[config.mk]
export PLATFORM = sky130hd
export DESIGN_NAME = pcc_sum
export DESIGN_NICKNAME = d
export VERILOG_FILES = /design/src/design/pcc_pkg.sv /design/src/design/pcc_sum.sv
export SDC_FILE = /design/constraint.sdc
export NUM_CORES = 1
export LEC_CHECK = 0
export BUFFER_PORTS_ARGS = -buffer_cell sky130_fd_sc_hd__buf_2
export CAP_MARGIN = 20
export CORE_ASPECT_RATIO = 0.9
export CORE_MARGIN = 5
export CORE_UTILIZATION = 40
export DETAILED_ROUTE_END_ITERATION = 8
export HOLD_SLACK_MARGIN = 0.05
export PLACE_DENSITY_LB_ADDON = 0.3
export REMOVE_ABC_BUFFERS = 1
export SETUP_SLACK_MARGIN = 0.15
export SYNTH_ARGS = -nofsm -noshare
export SYNTH_HDL_FRONTEND = slang
export SYNTH_SLANG_ARGS = --single-unit
export TNS_END_PERCENT = 30
[constraint.sdc]
create_clock -name clk -period 31.4 [get_ports clk]
set_clock_uncertainty 0.1 [all_clocks]
set_input_delay 6.28 -clock clk [delete_from_list [all_inputs] [get_ports clk]]
set_output_delay 6.28 -clock clk [all_outputs]
set_load 0.01 [all_outputs]
[src/design/pcc_pkg.sv]
// Shared types and constants for the clamped PID controller.
// Holds the register map, loop modes, config and term bundles.
// No dependencies.
`default_nettype none

package pcc_pkg;

  localparam int unsigned DataW     = 16;
  localparam int unsigned LimW      = 15;
  localparam int unsigned CfgAddrW  = 3;
  localparam int unsigned ErrW      = 17;
  localparam int unsigned DiffW     = 18;
  localparam int unsigned PProdW    = 33;
  localparam int unsigned DProdW    = 34;
  localparam int unsigned IntegW    = 25;
  localparam int unsigned IntegSumW = 34;
  localparam int unsigned SumW      = 36;
  localparam int unsigned FracW     = 8;

  typedef enum logic [CfgAddrW-1:0] {
    REG_TARGET   = 3'd0,
    REG_PGAIN    = 3'd1,
    REG_IGAIN    = 3'd2,
    REG_DGAIN    = 3'd3,
    REG_ILIMIT   = 3'd4,
    REG_OLIMIT   = 3'd5,
    REG_MODE     = 3'd6,
    REG_RESERVED = 3'd7
  } reg_index_t;

  typedef enum logic [1:0] {
    MODE_PID = 2'd0,
    MODE_PD  = 2'd1,
    MODE_PI  = 2'd2,
    MODE_P   = 2'd3
  } loop_mode_t;

  localparam logic [LimW-1:0] OutputLimitReset = 15'h7FFF;

  typedef struct packed {
    logic signed [DataW-1:0] target_value;
    logic [DataW-1:0]        prop_gain;
    logic [DataW-1:0]        integ_gain;
    logic [DataW-1:0]        deriv_gain;
    logic [LimW-1:0]         integ_limit;
    logic [LimW-1:0]         output_limit;
    loop_mode_t              loop_mode;
  } pcc_cfg_t;

  typedef struct packed {
    logic signed [PProdW-1:0] p_term;
    logic signed [DProdW-1:0] d_term;
    logic signed [PProdW-1:0] i_prod;
  } pcc_terms_t;

endpackage

`default_nettype wire

[src/design/pcc_sum.sv]
// Sum stage: integral update with clamp, term sum, shift and output clamp.
// Holds the integral and the result register. Uses pcc_pkg.
`default_nettype none

module pcc_sum (
  input  wire logic                       clk,
  input  wire logic                       rst,
  input  wire pcc_pkg::pcc_cfg_t          cfg,
  input  wire logic                       in_valid,
  output logic                            in_ready,
  input  wire pcc_pkg::pcc_terms_t        terms,
  output logic                            out_valid,
  input  wire logic                       out_ready,
  output logic [pcc_pkg::DataW-1:0]       drive
);

  logic signed [pcc_pkg::IntegW-1:0]    integ_acc;
  logic signed [pcc_pkg::IntegW-1:0]    integ_next;
  logic signed [pcc_pkg::IntegSumW-1:0] acc_sum;
  logic signed [pcc_pkg::IntegSumW-1:0] ilim;
  logic signed [pcc_pkg::IntegSumW-1:0] acc_clamped;
  logic signed [pcc_pkg::SumW-1:0]      sum;
  logic signed [pcc_pkg::SumW-1:0]      shifted;
  logic signed [pcc_pkg::SumW-1:0]      olim;
  logic signed [pcc_pkg::SumW-1:0]      drive_wide;
  logic                                 use_i;
  logic                                 adv;

  assign adv      = !out_valid || out_ready;
  assign in_ready = adv;

  assign use_i = (cfg.loop_mode == pcc_pkg::MODE_PID) || (cfg.loop_mode == pcc_pkg::MODE_PI);

  assign acc_sum = pcc_pkg::IntegSumW'(integ_acc) + pcc_pkg::IntegSumW'(terms.i_prod);
  assign ilim    = $signed({11'b0, cfg.integ_limit, pcc_pkg::FracW'(0)});

  always_comb begin
    priority if (acc_sum > ilim) begin
      acc_clamped = ilim;
    end else if (acc_sum < -ilim) begin
      acc_clamped = -ilim;
    end else begin
      acc_clamped = acc_sum;
    end
  end

  assign integ_next = use_i ? acc_clamped[pcc_pkg::IntegW-1:0] : '0;

  assign sum = pcc_pkg::SumW'(terms.p_term) + pcc_pkg::SumW'(terms.d_term)
             + pcc_pkg::SumW'(integ_next);
  assign shifted = sum >>> pcc_pkg::FracW;
  assign olim    = $signed({21'b0, cfg.output_limit});

  always_comb begin
    priority if (shifted > olim) begin
      drive_wide = olim;
    end else if (shifted < -olim) begin
      drive_wide = -olim;
    end else begin
      drive_wide = shifted;
    end
  end

  always_ff @(posedge clk) begin
    if (rst) begin
      out_valid <= 1'b0;
      integ_acc <= '0;
    end else if (adv) begin
      out_valid <= in_valid;
      if (in_valid) begin
        integ_acc <= integ_next;
      end
    end
  end

  always_ff @(posedge clk) begin
    if (adv && in_valid) begin
      drive <= drive_wide[pcc_pkg::DataW-1:0];
    end
  end

endmodule

`default_nettype wire

Yosys cells after proc, flatten, opt, wreduce, memory -nomap -nowiden --
Index checks and enable logic that the tools add are counted.
Operators by class: $add $sub $neg 5, order comparisons 4, eq/ne operators 1, multiplexer cells 5, reduce and logical (&&, ||, !) cells 6
Operators by type and width (number):
- $mux W25 | 3
- $add A35 B25 Y36 | 1
- $lt A28 B36 Y1 | 1
- $neg A15 Y36 | 1
- $add A33 B34 Y35 | 1
- $add A25 B33 Y34 | 1
- $gt A34 B24 Y1 | 1
- $lt A34 B34 Y1 | 1
- $neg A23 Y34 | 1
- $gt A28 B16 Y1 | 1
- $mux W16 | 1
- $mux W15 | 1
- $eq A2 B2 Y1 const B | 1
- $logic_not A2 Y1 | 1
- $logic_or A1 B1 Y1 | 2
- $reduce_and A2 Y1 | 1
- $logic_and A1 B1 Y1 | 1
- $logic_not A1 Y1 | 1
Word-level totals: register bits after elaboration 42, input bits 200, output and inout port bits 18, word-level logic and storage cells 25

Longest topological paths before layout --
Gate-level depths: netlist (run 1).
word-level depth 9, gate-level depth with buffers 55, mapped depth without buffers 52

Least setup slack after synthesis (run 1) --
No wires, ideal clock.
kind in2reg, start point input port terms[0] (netlist name), end point register drive[7] (netlist name), data pin, arrival 17.011 ns, data required time 31.035 ns, slack 14.024 ns, stages on the path 45, cells stage by stage ha_1 > fa_1 > a21o_1 > a221o_1 > a41o_1 > a41oi_1 > o21a_1 > xor2_1 > inv_1 > ha_1 > and3_1 > nand3_1 > or4_1 > nor4_1 > nand3_1 > a22oi_1 > nor4bb_1 > and4_1 > (+9 left out) > nor3_1 > a211oi_1 > ha_1 > a21o_1 > a21o_1 > a21oi_1 > o21ai_0 > a21o_1 > a21o_1 > a211oi_1 > o32a_1 > a31oi_1 > o221ai_1 > or3b_1 > maj3_2 > buf_2 > mux2i_1 > a22oi_1
On the way: cells in the longest elaborated chain, start to end 9
RTL lines:
- start, declared | RTL line pcc_sum.sv:11 | input wire pcc_pkg::pcc_terms_t terms,
- $add A25 B33 Y34 (*) | RTL line pcc_sum.sv:34 | assign acc_sum = pcc_pkg::IntegSumW'(integ_acc) + pcc_pkg::IntegSumW'(terms.i_prod);
- $lt A34 B34 Y1 | RTL line pcc_sum.sv:40 | end else if (acc_sum < -ilim) begin
- $mux W25 | RTL line pcc_sum.sv:40
- $mux W25 (*) | RTL line pcc_sum.sv:38 | priority if (acc_sum > ilim) begin
- $mux W25 (*) | RTL line pcc_sum.sv:47 | assign integ_next = use_i ? acc_clamped[pcc_pkg::IntegW-1:0] : '0;
- net integ_next (one bit) | RTL line pcc_sum.sv:18 | logic signed [pcc_pkg::IntegW-1:0] integ_next;
- $add A35 B25 Y36 (*) | RTL line pcc_sum.sv:50 | + pcc_pkg::SumW'(integ_next);
- $lt A28 B36 Y1 | RTL line pcc_sum.sv:57 | end else if (shifted < -olim) begin
- $mux W16 | RTL line pcc_sum.sv:57
- $mux W15 (*) | RTL line pcc_sum.sv:55 | priority if (shifted > olim) begin
- net drive_wide (one bit) | RTL line pcc_sum.sv:25 | logic signed [pcc_pkg::SumW-1:0] drive_wide;
- end signal, assigned | RTL line pcc_sum.sv:78 | drive <= drive_wide[pcc_pkg::DataW-1:0];
- end, declared | RTL line pcc_sum.sv:14 | output logic [pcc_pkg::DataW-1:0] drive
Mark *: on every way through the listed nets, which the timed path passes. The rest lies on a longest branch. A chain may end at the register's enable or synchronous reset.

Final worst setup path (run 1) --
start point input port terms[0] (netlist name), end point register drive[1] (netlist name), data pin
On the way: cells in the longest elaborated chain, start to end 9
RTL lines (RTL line):
- $add A25 B33 Y34 (*) | pcc_sum.sv:34
- $lt A34 B34 Y1 | pcc_sum.sv:40
- $mux W25 | pcc_sum.sv:40
- $mux W25 (*) | pcc_sum.sv:38
- $mux W25 (*) | pcc_sum.sv:47
- $add A35 B25 Y36 (*) | pcc_sum.sv:50
- $lt A28 B36 Y1 | pcc_sum.sv:57
- $mux W16 | pcc_sum.sv:57
- $mux W15 (*) | pcc_sum.sv:55
- net drive_wide (one bit) | pcc_sum.sv:25
Marks and branches as above.

==> flow_summary.json, run 1 <==
{
  "outcome": "finished clean",
  "combPwrFrac": 0.742,
  "clkPwrFrac": 0.118,
  "ant_nets": 0,
  "numCtsBuffers": 5,
  "hold_violations": 0,
  "synth_top_family_by_area": "compound AO/OA/AOI/OAI gates",
  "reg2reg_from": "integ_acc[0]",
  "synth-edff-count": 16,
  "fin_hold_ws_ns": 0.368,
  "die_area_um2": 27600,
  "dpl.cell_count": 1729,
  "dpl-instance-area_um2": 10800,
  "setup_viol_count_final": 0,
  "drive_gt1_frac": 0.134,
  "cts_max_level": 2,
  "grt_pass1_wl_mm": 49.7,
  "critPathLaunch": "terms[0]",
  "netlist_area_um2": 9760,
  "ys_ff_latch": 42,
  "async_flop_share": 0,
  "synth_cell_types": 75,
  "synth_fa_ha_area_frac": 0.269,
  "grt_overflow_total": 0,
  "syn_inst": 1315,
  "avgSynthCellArea_um2": 7.42,
  "synth_xor_area_frac": 0.0610,
  "io_buffers": 152,
  "dp_hpwl_mm": 26.3,
  "p_seq_frac": 0.140,
  "final_nets": 1816,
  "grt.total_usage": 0.221,
  "synth_simple_gate_area_frac": 0.220,
  "p_int_w": 0.000242,
  "switching_share": 0.509,
  "slowest_delay_ns": 0.61,
  "cts_tree": "yes",
  "synth-compound-area-share": 0.275,
  "die_y_um": 158,
  "syn_to_final_growth_pct": 11.8,
  "fin_setup_tns_ns": 0,
  "vias_per_cell": 5.80,
  "drt-initial-drc-count": 892,
  "insertion_delay_ns": 0.31,
  "r2r_setup_slack_ns": 17.49,
  "relSlewSlack": 0.452,
  "cts.path.max_buffers": 2,
  "maxSlewViolCount": 0,
  "period_needed_ns": 19.68,
  "cp_slowest_cell": "or4_1",
  "min_path_type": "reg2reg",
  "first_pass_iters": 5,
  "hold_depth": 2,
  "place_congestion": 0.949,
  "p_per_area_nw_per_um2": 45.2,
  "rsz0062_at_grt": "no",
  "clk_pin_slew_ns": 0.08,
  "crit_path_frequent_cell": "ha_1",
  "design.core.area_um2": 24100,
  "post_drt_wl_per_cell_um": 18.0,
  "layout_commonest_cell": "ha_1",
  "drc": 0,
  "layout.cells.non_filler": 1738,
  "start_util": 0.405,
  "fin_crit_sh": 0.627,
  "vdd_drop_max_mv": 0.0221,
  "ctsResizeCount": 0,
  "ys.flop_type": "dfxtp_1",
  "critPathLaunchType": "primary input",
  "grt_max_degree": 45,
  "ff2ff_path_depth": 46,
  "final_cell_area_um2": 10900,
  "worstSetupPathType": "in2reg",
  "worstSetupEndpoint": "drive[1]",
  "postCtsSetupRepairBufs": 0,
  "num_vias": 10100,
  "cts.sinks": 42,
  "cp_max_fo": 24,
  "cp.arrival_ns": 19.62,
  "end_kind": "flip-flop",
  "drt-total-wl_mm": 31.4,
  "synthMuxAreaShare": 0.0136,
  "cp.required_ns": 31.35,
  "antenna_found_initial": 1,
  "io_pins": 218,
  "tightest_slew_ns": 0.815,
  "grt_pass1_vias": 9441,
  "fmax_ghz": 0.0508,
  "max_cap_viol_count": 0,
  "worstReg2RegEnd": "drive[1]",
  "most-common-layout-cells": "ha_1 (154), buf_2 (152), a21oi_1 (144)",
  "p_sw_w": 0.000251,
  "synth-seq-area-share": 0.103,
  "synth_warnings": 0,
  "die_w_um": 175,
  "p_leak_nw": 5.31,
  "ctsRootBufferMaster": "clkbuf_16",
  "num_rows": 54,
  "ctsHoldBuffers": 0
}
## per-stage QoR
stage | utilization | total power (W) | worst slack [ns]
3_3_place_gp | 0.446 | 0.000424 | 11.85
2_1_floorplan | - | 0.000331 | 13.28
3_5_place_dp | 0.446 | 0.000429 | 11.70
6_report | 0.452 | 0.000493 | 11.72
4_1_cts | 0.452 | 0.000491 | 12.00
5_1_grt | 0.452 | 0.000542 | 11.16
## synthesized netlist by cell type (all sizes together), types with 37 or more instances
cell | count | area (µm²)
ha | 154 | 1930
a21oi | 146 | 734
nand2 | 118 | 443
nor2 | 106 | 400
inv | 97 | 364
o21ai | 60 | 300
a21o | 56 | 420
clkbuf | 45 | 169
xnor2 | 44 | 385
nand3 | 37 | 185
nand4 | 37 | 231
## critical path, delay by kind of cell
| kind | cells | cell delay, ns |
|---|---|---|
| xor+xnor | 1 | 0.28 |
| simple gates | 20 | 5.78 |
| fa+ha+maj | 7 | 2.63 |
| mux | 1 | 0.28 |
| compound gates | 15 | 4.10 |
| buf+inv | 3 | 0.25 |
## sequential cells by signal, summed over array words and instances (netlist names)
| register | flops |
|---|---|
| integ_acc | 25 |
| drive | 16 |
| out_valid | 1 |
## power groups by stage
stage	combinational (W)	clock, W	sequential (W)
finish	0.000366	0.0000582	0.0000689
global route	0.000411	0.0000616	0.0000697
CTS	0.000362	0.0000596	0.0000691
detailed placement	0.000359	0	0.0000704
global placement	0.000354	0	0.0000702
floorplan	0.000258	0	0.0000730
## how the worst min path moves through the flow
stage / slack (ns) / start / endpoint
3_5_place_dp: 0.35 / integ_acc[0] / integ_acc[0]
3_3_place_gp: 0.35 / integ_acc[0] / integ_acc[0]
4_1_cts: 0.37 / integ_acc[0] / integ_acc[0]
5_1_grt: 0.40 / integ_acc[20] / integ_acc[20]
2_1_floorplan: 0.33 / integ_acc[0] / integ_acc[0]
6_report: 0.37 / integ_acc[0] / integ_acc[0]
## metal layers
layer / track usage / routed length [µm] / vias up
met2: 0.334 / 13000 / 348
met5: 0 / 13 / -
met4: 0.0370 / 402 / 2
li1: - / - / 5051
met3: 0.0320 / 2270 / 33
met1: 0.338 / 15700 / 4643
## area by class of cell
cell class	count	area, µm²
clock inverter	3	25.0
timing repair buffer	158	806
multi-input combinational	1123	8200
tap	308	385
sequential	42	1000
inverter	98	368
antenna	1	2.50
fill	2506	13200
clock buffer	5	125
## kinds of logic (layout without fill, tap and decap cells)
| logic type | count (synthesis) | count (layout) |
|---|---|---|
| mux | 13 | 13 |
| buf+inv | 150 | 264 |
| flops | 42 | 42 |
| other cells | 0 | 1 |
| compound gates | 412 | 412 |
| fa+ha+maj | 190 | 190 |
| xor+xnor | 68 | 68 |
| simple gates | 440 | 440 |
Power figures use the tool's default switching activity.
==> run 2: changes to the inputs <==
==> constraint.sdc (replaced) <==
create_clock -name clk -period 20.5 [get_ports clk]
set_clock_uncertainty 0.1 [all_clocks]
set_input_delay 4.1 -clock clk [delete_from_list [all_inputs] [get_ports clk]]
set_output_delay 4.1 -clock clk [all_outputs]
set_load 0.01 [all_outputs]
==> run 2 against run 1 <==
Effect of this change: power increased by 55%; via count down 0.26%; sequential power increased by 54%; combinational power up 53%; first-iteration DRC count is 13% lower; global-route usage shrank 0.057 points; worst setup slack got worse by 8.5 ns; die area unchanged; highest routed layer unchanged.
==> flow_summary.json, run 2 (synthesis gave the netlist of run 1 again) <==
{
  "top_register": "integ_acc",
  "rsz0062_at_grt": "no",
  "tightest_slew_ns": 0.778,
  "p_leak_nw": 5.32,
  "layout_commonest_cell": "ha_1",
  "final_cell_area_um2": 10900,
  "vias_per_cell": 5.79,
  "ctsRootBufferMaster": "clkbuf_16",
  "clkPwrFrac": 0.132,
  "cp_max_fo": 24,
  "grt_max_degree": 45,
  "ctsHoldBuffers": 0,
  "cts_max_level": 2,
  "dr_wl_met2_mm": 12.9,
  "hold_violations": 0,
  "worstSetupPathType": "in2reg",
  "reg_top3": "integ_acc: 25 flops, drive: 16 flops, out_valid: 1 flops",
  "grt_overflow_total": 0,
  "cp.arrival_ns": 17.32,
  "drt-initial-drc-count": 772,
  "clk_pin_slew_ns": 0.07,
  "critPathLaunchType": "primary input",
  "grt_pass1_wl_mm": 49.6,
  "fmax_ghz": 0.0578,
  "nFillCells": 2516,
  "grt.total_usage": 0.221,
  "fin_setup_tns_ns": 0,
  "drt-met1-wl_mm": 15.6,
  "fin_util": 0.453,
  "p_per_area_nw_per_um2": 70.1,
  "die_w_um": 175,
  "ant_nets": 0,
  "dp_hpwl_mm": 26.3,
  "die_y_um": 158,
  "postCtsSetupRepairBufs": 0,
  "highest_layer": "met5",
  "fin_crit_sh": 0.843,
  "cp_slowest_cell": "or4_1",
  "post_drt_wl_per_cell_um": 18.1,
  "design.core.area_um2": 24100,
  "first_pass_iters": 7,
  "period_needed_ns": 17.29,
  "grt_pass1_vias": 9620,
  "end_kind": "flip-flop",
  "numCtsBuffers": 5,
  "cts_tree": "yes",
  "p_seq_frac": 0.138,
  "cp.required_ns": 20.53,
  "combPwrFrac": 0.731,
  "antenna_found_initial": 1,
  "cts.path.max_buffers": 2,
  "cp_top_family": "simple AND/OR/NAND/NOR gates",
  "max_cap_viol_count": 0,
  "dpl-instance-area_um2": 10800,
  "start_util": 0.405,
  "cp.buffers_inverters": 4,
  "setup_viol_count_final": 0,
  "fin_hold_ws_ns": 0.363,
  "crit_path_frequent_cell": "a21o_1",
  "outcome": "finished clean",
  "dr_wl_met3_mm": 2.40,
  "io_pins": 218,
  "syn_to_final_growth_pct": 11.9,
  "min_path_type": "reg2reg",
  "drive_gt1_frac": 0.134,
  "cts.sinks": 42,
  "slowest_delay_ns": 0.62,
  "drt-total-wl_mm": 31.5,
  "p_int_w": 0.000382,
  "diodes": 0,
  "most-common-layout-cells": "ha_1 (154), buf_2 (152), a21oi_1 (144)",
  "drc": 0,
  "maxSlewViolCount": 0,
  "num_vias": 10100,
  "io_buffers": 152,
  "switching_share": 0.501,
  "insertion_delay_ns": 0.31,
  "final_nets": 1816,
  "num_rows": 54,
  "die_area_um2": 27600,
  "ctsResizeCount": 0,
  "p_sw_w": 0.000384,
  "relSlewSlack": 0.478,
  "finalPower_w": 0.000767,
  "largest_reg_flops": 25,
  "place_congestion": 0.945,
  "vdd_drop_max_mv": 0.0306
}
[run 2: cell count changes in the layout (fill, tap and decap cells not counted)]
cell	previous run	this run
clkinv_4	1	0
clkinvlp_2	0	1
clkinvlp_4	1	0
bufinv_16	0	1
diode_2	1	0
[run 2: area by class of cell]
class | count | area [µm²] | share of cell area
clock buffer | 5 | 125 | 0.0114
clock inverter | 3 | 43.8 | 0.00401
inverter | 98 | 368 | 0.0337
multi-input combinational | 1123 | 8200 | 0.750
sequential | 42 | 1000 | 0.0916
tap | 308 | 385 | 0.0353
timing repair buffer | 158 | 806 | 0.0737
[run 2: worst reg2reg max path: cells and delay by family (launching register included)]
family,cells,cell delay [ns]
DFF,1,0.32
and+or+nand+nor,18,5.25
AOI/OAI and AO/OA,21,4.71
xor gates and xnor gates,2,0.41
adders and majority gates,7,2.51
buffers and inverters,3,0.20
[run 2: power groups by stage]
stage / sequential (W) / combinational [W] / clock, W
2_1_floorplan: 0.000112 / 0.000395 / 0
3_3_place_gp: 0.000108 / 0.000541 / 0
3_5_place_dp: 0.000108 / 0.000550 / 0
4_1_cts: 0.000106 / 0.000555 / 0.000102
5_1_grt: 0.000107 / 0.000631 / 0.000104
6_report: 0.000106 / 0.000560 / 0.000101
[run 2: per-layer routing]
layer  vias up  global-route usage
met1      4627               0.328
met2       327               0.333
met4         2              0.0449
met5         -                   0
met3        38              0.0420
li1       5057                   -
[run 2: worst paths after layout]
kind / start / endpoint / slack, ns / cells past startpoint
min reg2reg: integ_acc[0] / integ_acc[0] / 0.36 / 2
max: terms[0] / drive[12] / 3.21 / 52
min: integ_acc[0] / integ_acc[0] / 0.36 / 2
max reg2reg: integ_acc[0] / drive[12] / 6.81 / 51
[run 2: through the flow]
step / setup slack (ns) / instances
6_report: 3.21 / 1737
5_1_grt: 2.47 / 1737
4_1_cts: 3.41 / 1737
3_5_place_dp: 3.12 / 1729
3_3_place_gp: 3.20 / 1729
2_1_floorplan: 4.56 / 1263
==> run 3: changes to the inputs <==
==> constraint.sdc (replaced) <==
create_clock -name clk -period 14.7 [get_ports clk]
set_clock_uncertainty 0.1 [all_clocks]
set_input_delay 2.94 -clock clk [delete_from_list [all_inputs] [get_ports clk]]
set_output_delay 2.94 -clock clk [all_outputs]
set_load 0.01 [all_outputs]
==> run 3 against run 2 <==
Effect of this change: combinational power is 80% higher; final area is 16% higher; sequential share of layout area is 1.3 points lower; final cell count is 12% higher; sequential power is 39% higher; first-iteration DRC count is 23% higher; highest routed layer unchanged; register-to-register slack worse by 3.8 ns.
==> flow_summary.json, run 3 (synthesis gave the netlist of run 1 again) <==
{
  "outcome": "finished clean",
  "r2r_setup_slack_ns": 2.97,
  "io_buffers": 152,
  "rsz0062_at_grt": "no",
  "p_int_w": 0.000687,
  "vias_per_cell": 5.57,
  "dp_hpwl_mm": 28.0,
  "vdd_drop_max_mv": 0.0514,
  "switching_share": 0.460,
  "post_drt_wl_per_cell_um": 17.0,
  "cp_top_family": "compound AO/OA/AOI/OAI gates",
  "p_seq_frac": 0.116,
  "final_cell_area_um2": 12700,
  "largest_reg_flops": 25,
  "fin_crit_sh": 0.964,
  "numCtsBuffers": 5,
  "num_vias": 10800,
  "io_pins": 218,
  "p_sw_w": 0.000585,
  "maxSlewViolCount": 0,
  "drt-total-wl_mm": 33.0,
  "grt_pass1_wl_mm": 51.2,
  "tightest_slew_ns": 0.573,
  "place_congestion": 0.951,
  "ant_nets": 0,
  "period_needed_ns": 14.17,
  "reg2reg_from": "integ_acc[0]",
  "nFillCells": 2328,
  "final_nets": 2022,
  "start_util": 0.405,
  "multiInputGateArea_um2": 8430,
  "setup_slack_ns": 0.530,
  "relSlewSlack": 0.615,
  "first_pass_iters": 5,
  "finalPower_w": 0.00127,
  "grt_max_degree": 35,
  "end_kind": "flip-flop",
  "p_per_area_nw_per_um2": 100,
  "die_area_um2": 27600,
  "die_y_um": 158,
  "grt_overflow_total": 0,
  "cp.required_ns": 14.73,
  "hold_path_startpoint": "integ_acc[0]",
  "antenna_found_initial": 3,
  "cts.path.max_buffers": 2,
  "top_register": "integ_acc",
  "reg_top3": "integ_acc: 25 flops, drive: 16 flops, out_valid: 1 flops",
  "cts_max_level": 2,
  "grt.total_usage": 0.227,
  "drc": 0,
  "combPwrFrac": 0.791,
  "die_w_um": 175,
  "hold_path_end": "integ_acc[0]",
  "clk_pin_slew_ns": 0.07,
  "num_rows": 54,
  "most-common-layout-cells": "buf_4 (208), buf_2 (152), ha_1 (151)",
  "dp_slack_ns": -0.643,
  "drt-initial-drc-count": 946,
  "clkPwrFrac": 0.094,
  "p_leak_nw": 6.36,
  "design.core.area_um2": 24100,
  "worstReg2RegEnd": "drive[5]",
  "worstSetupPathType": "in2reg",
  "cp_max_fo": 6,
  "ff_latch_area_um2": 1000,
  "min_path_type": "reg2reg",
  "insertion_delay_ns": 0.30,
  "critPathLaunchType": "primary input",
  "ff2ff_path_depth": 54,
  "layout_commonest_cell": "buf_4",
  "cp.buffers_inverters": 7,
  "ctsHoldBuffers": 0,
  "dpl-instance-area_um2": 12200,
  "ctsRootBufferMaster": "clkbuf_16",
  "setup_viol_count_final": 0,
  "syn_to_final_growth_pct": 30.0,
  "cp_slowest_cell": "or4_4",
  "crit_path_frequent_cell": "a21o_1",
  "diodes": 0,
  "cp.arrival_ns": 14.20,
  "max_cap_viol_count": 0,
  "cts.sinks": 42,
  "drive_gt1_frac": 0.264,
  "cts_tree": "yes",
  "slowest_delay_ns": 0.57,
  "hold_violations": 0,
  "grt_pass1_vias": 10100,
  "hold_depth": 2,
  "fmax_ghz": 0.0706
}
==> run 3: cell types whose count changed in the layout (fill, tap and decap cells not counted), moves of 3 or more <==
| cell | change |
|---|---|
| o21ai_1 | +5 |
| a21oi_2 | +3 |
| a21oi_1 | -3 |
| ha_4 | +3 |
| o21ai_0 | -6 |
| a211oi_2 | +5 |
| ha_1 | -3 |
| buf_4 | +202 |
| nand3_1 | -5 |
| a211oi_1 | -5 |
| nand3_2 | +5 |
==> run 3: worst max-delay path by stage <==
stage	start	to	slack [ns]	cells after the start
global route	terms[0]	drive[1]	0.06	56
detailed placement	terms[0]	drive[12]	-0.64	53
finish	terms[0]	drive[5]	0.53	55
global placement	terms[0]	drive[9]	-0.57	54
CTS	terms[0]	drive[12]	0.17	53
floorplan	terms[0]	drive[10]	-0.08	42
==> run 3: timing repair <==
| action | in CTS | in global routing |
|---|---|---|
| pin swaps | 6 | 20 |
| resized for setup | 10 | 44 |
| gates cloned | 0 | 1 |
| setup buffers | 5 | 7 |
| endpoints found under the setup margin | 16 | 16 |
==> run 3: stage by stage <==
| stage | TNS [ns] | hold WS (ns) | util | instances |
|---|---|---|---|---|
| 2_1_floorplan | -0.143 | 0.330 | - | 1263 |
| 3_3_place_gp | -7.51 | 0.344 | 0.507 | 1922 |
| 3_5_place_dp | -8.94 | 0.352 | 0.507 | 1922 |
| 4_1_cts | 0 | 0.363 | 0.516 | 1935 |
| 5_1_grt | 0 | 0.394 | 0.526 | 1943 |
| 6_report | 0 | 0.362 | 0.526 | 1943 |
==> run 3: power groups by stage <==
| stage | Sequential (W) | Combinational, W | Clock, W |
|---|---|---|---|
| 2_1_floorplan | 0.000156 | 0.000551 | 0 |
| 3_3_place_gp | 0.000150 | 0.000933 | 0 |
| 3_5_place_dp | 0.000150 | 0.000950 | 0 |
| 4_1_cts | 0.000147 | 0.000969 | 0.000123 |
| 5_1_grt | 0.000149 | 0.00111 | 0.000126 |
| 6_report | 0.000147 | 0.00101 | 0.000119 |
==> run 3: cell type report <==
cell class | instances | area share
clock inverter | 2 | 0.00108
tap | 308 | 0.0304
sequential | 42 | 0.0789
clock buffer | 6 | 0.0102
timing repair buffer | 363 | 0.186
multi-input combinational | 1124 | 0.664
inverter | 98 | 0.0290
==> run 3: worst min-delay path, cell delays in order (launching register included) <==
cell and delay, ns:
dfxtp_1 0.32, nand2_1 0.05, a21oi_1 0.05
==> run 3: routing by layer <==
metal / track usage / vias up / routed length, µm
met1: 0.336 / 4930 / 16300
met2: 0.354 / 376 / 13900
met3: 0.0341 / 38 / 2330
met5: 0 / - / 38
met4: 0.0385 / 6 / 443
li1: - / 5463 / -
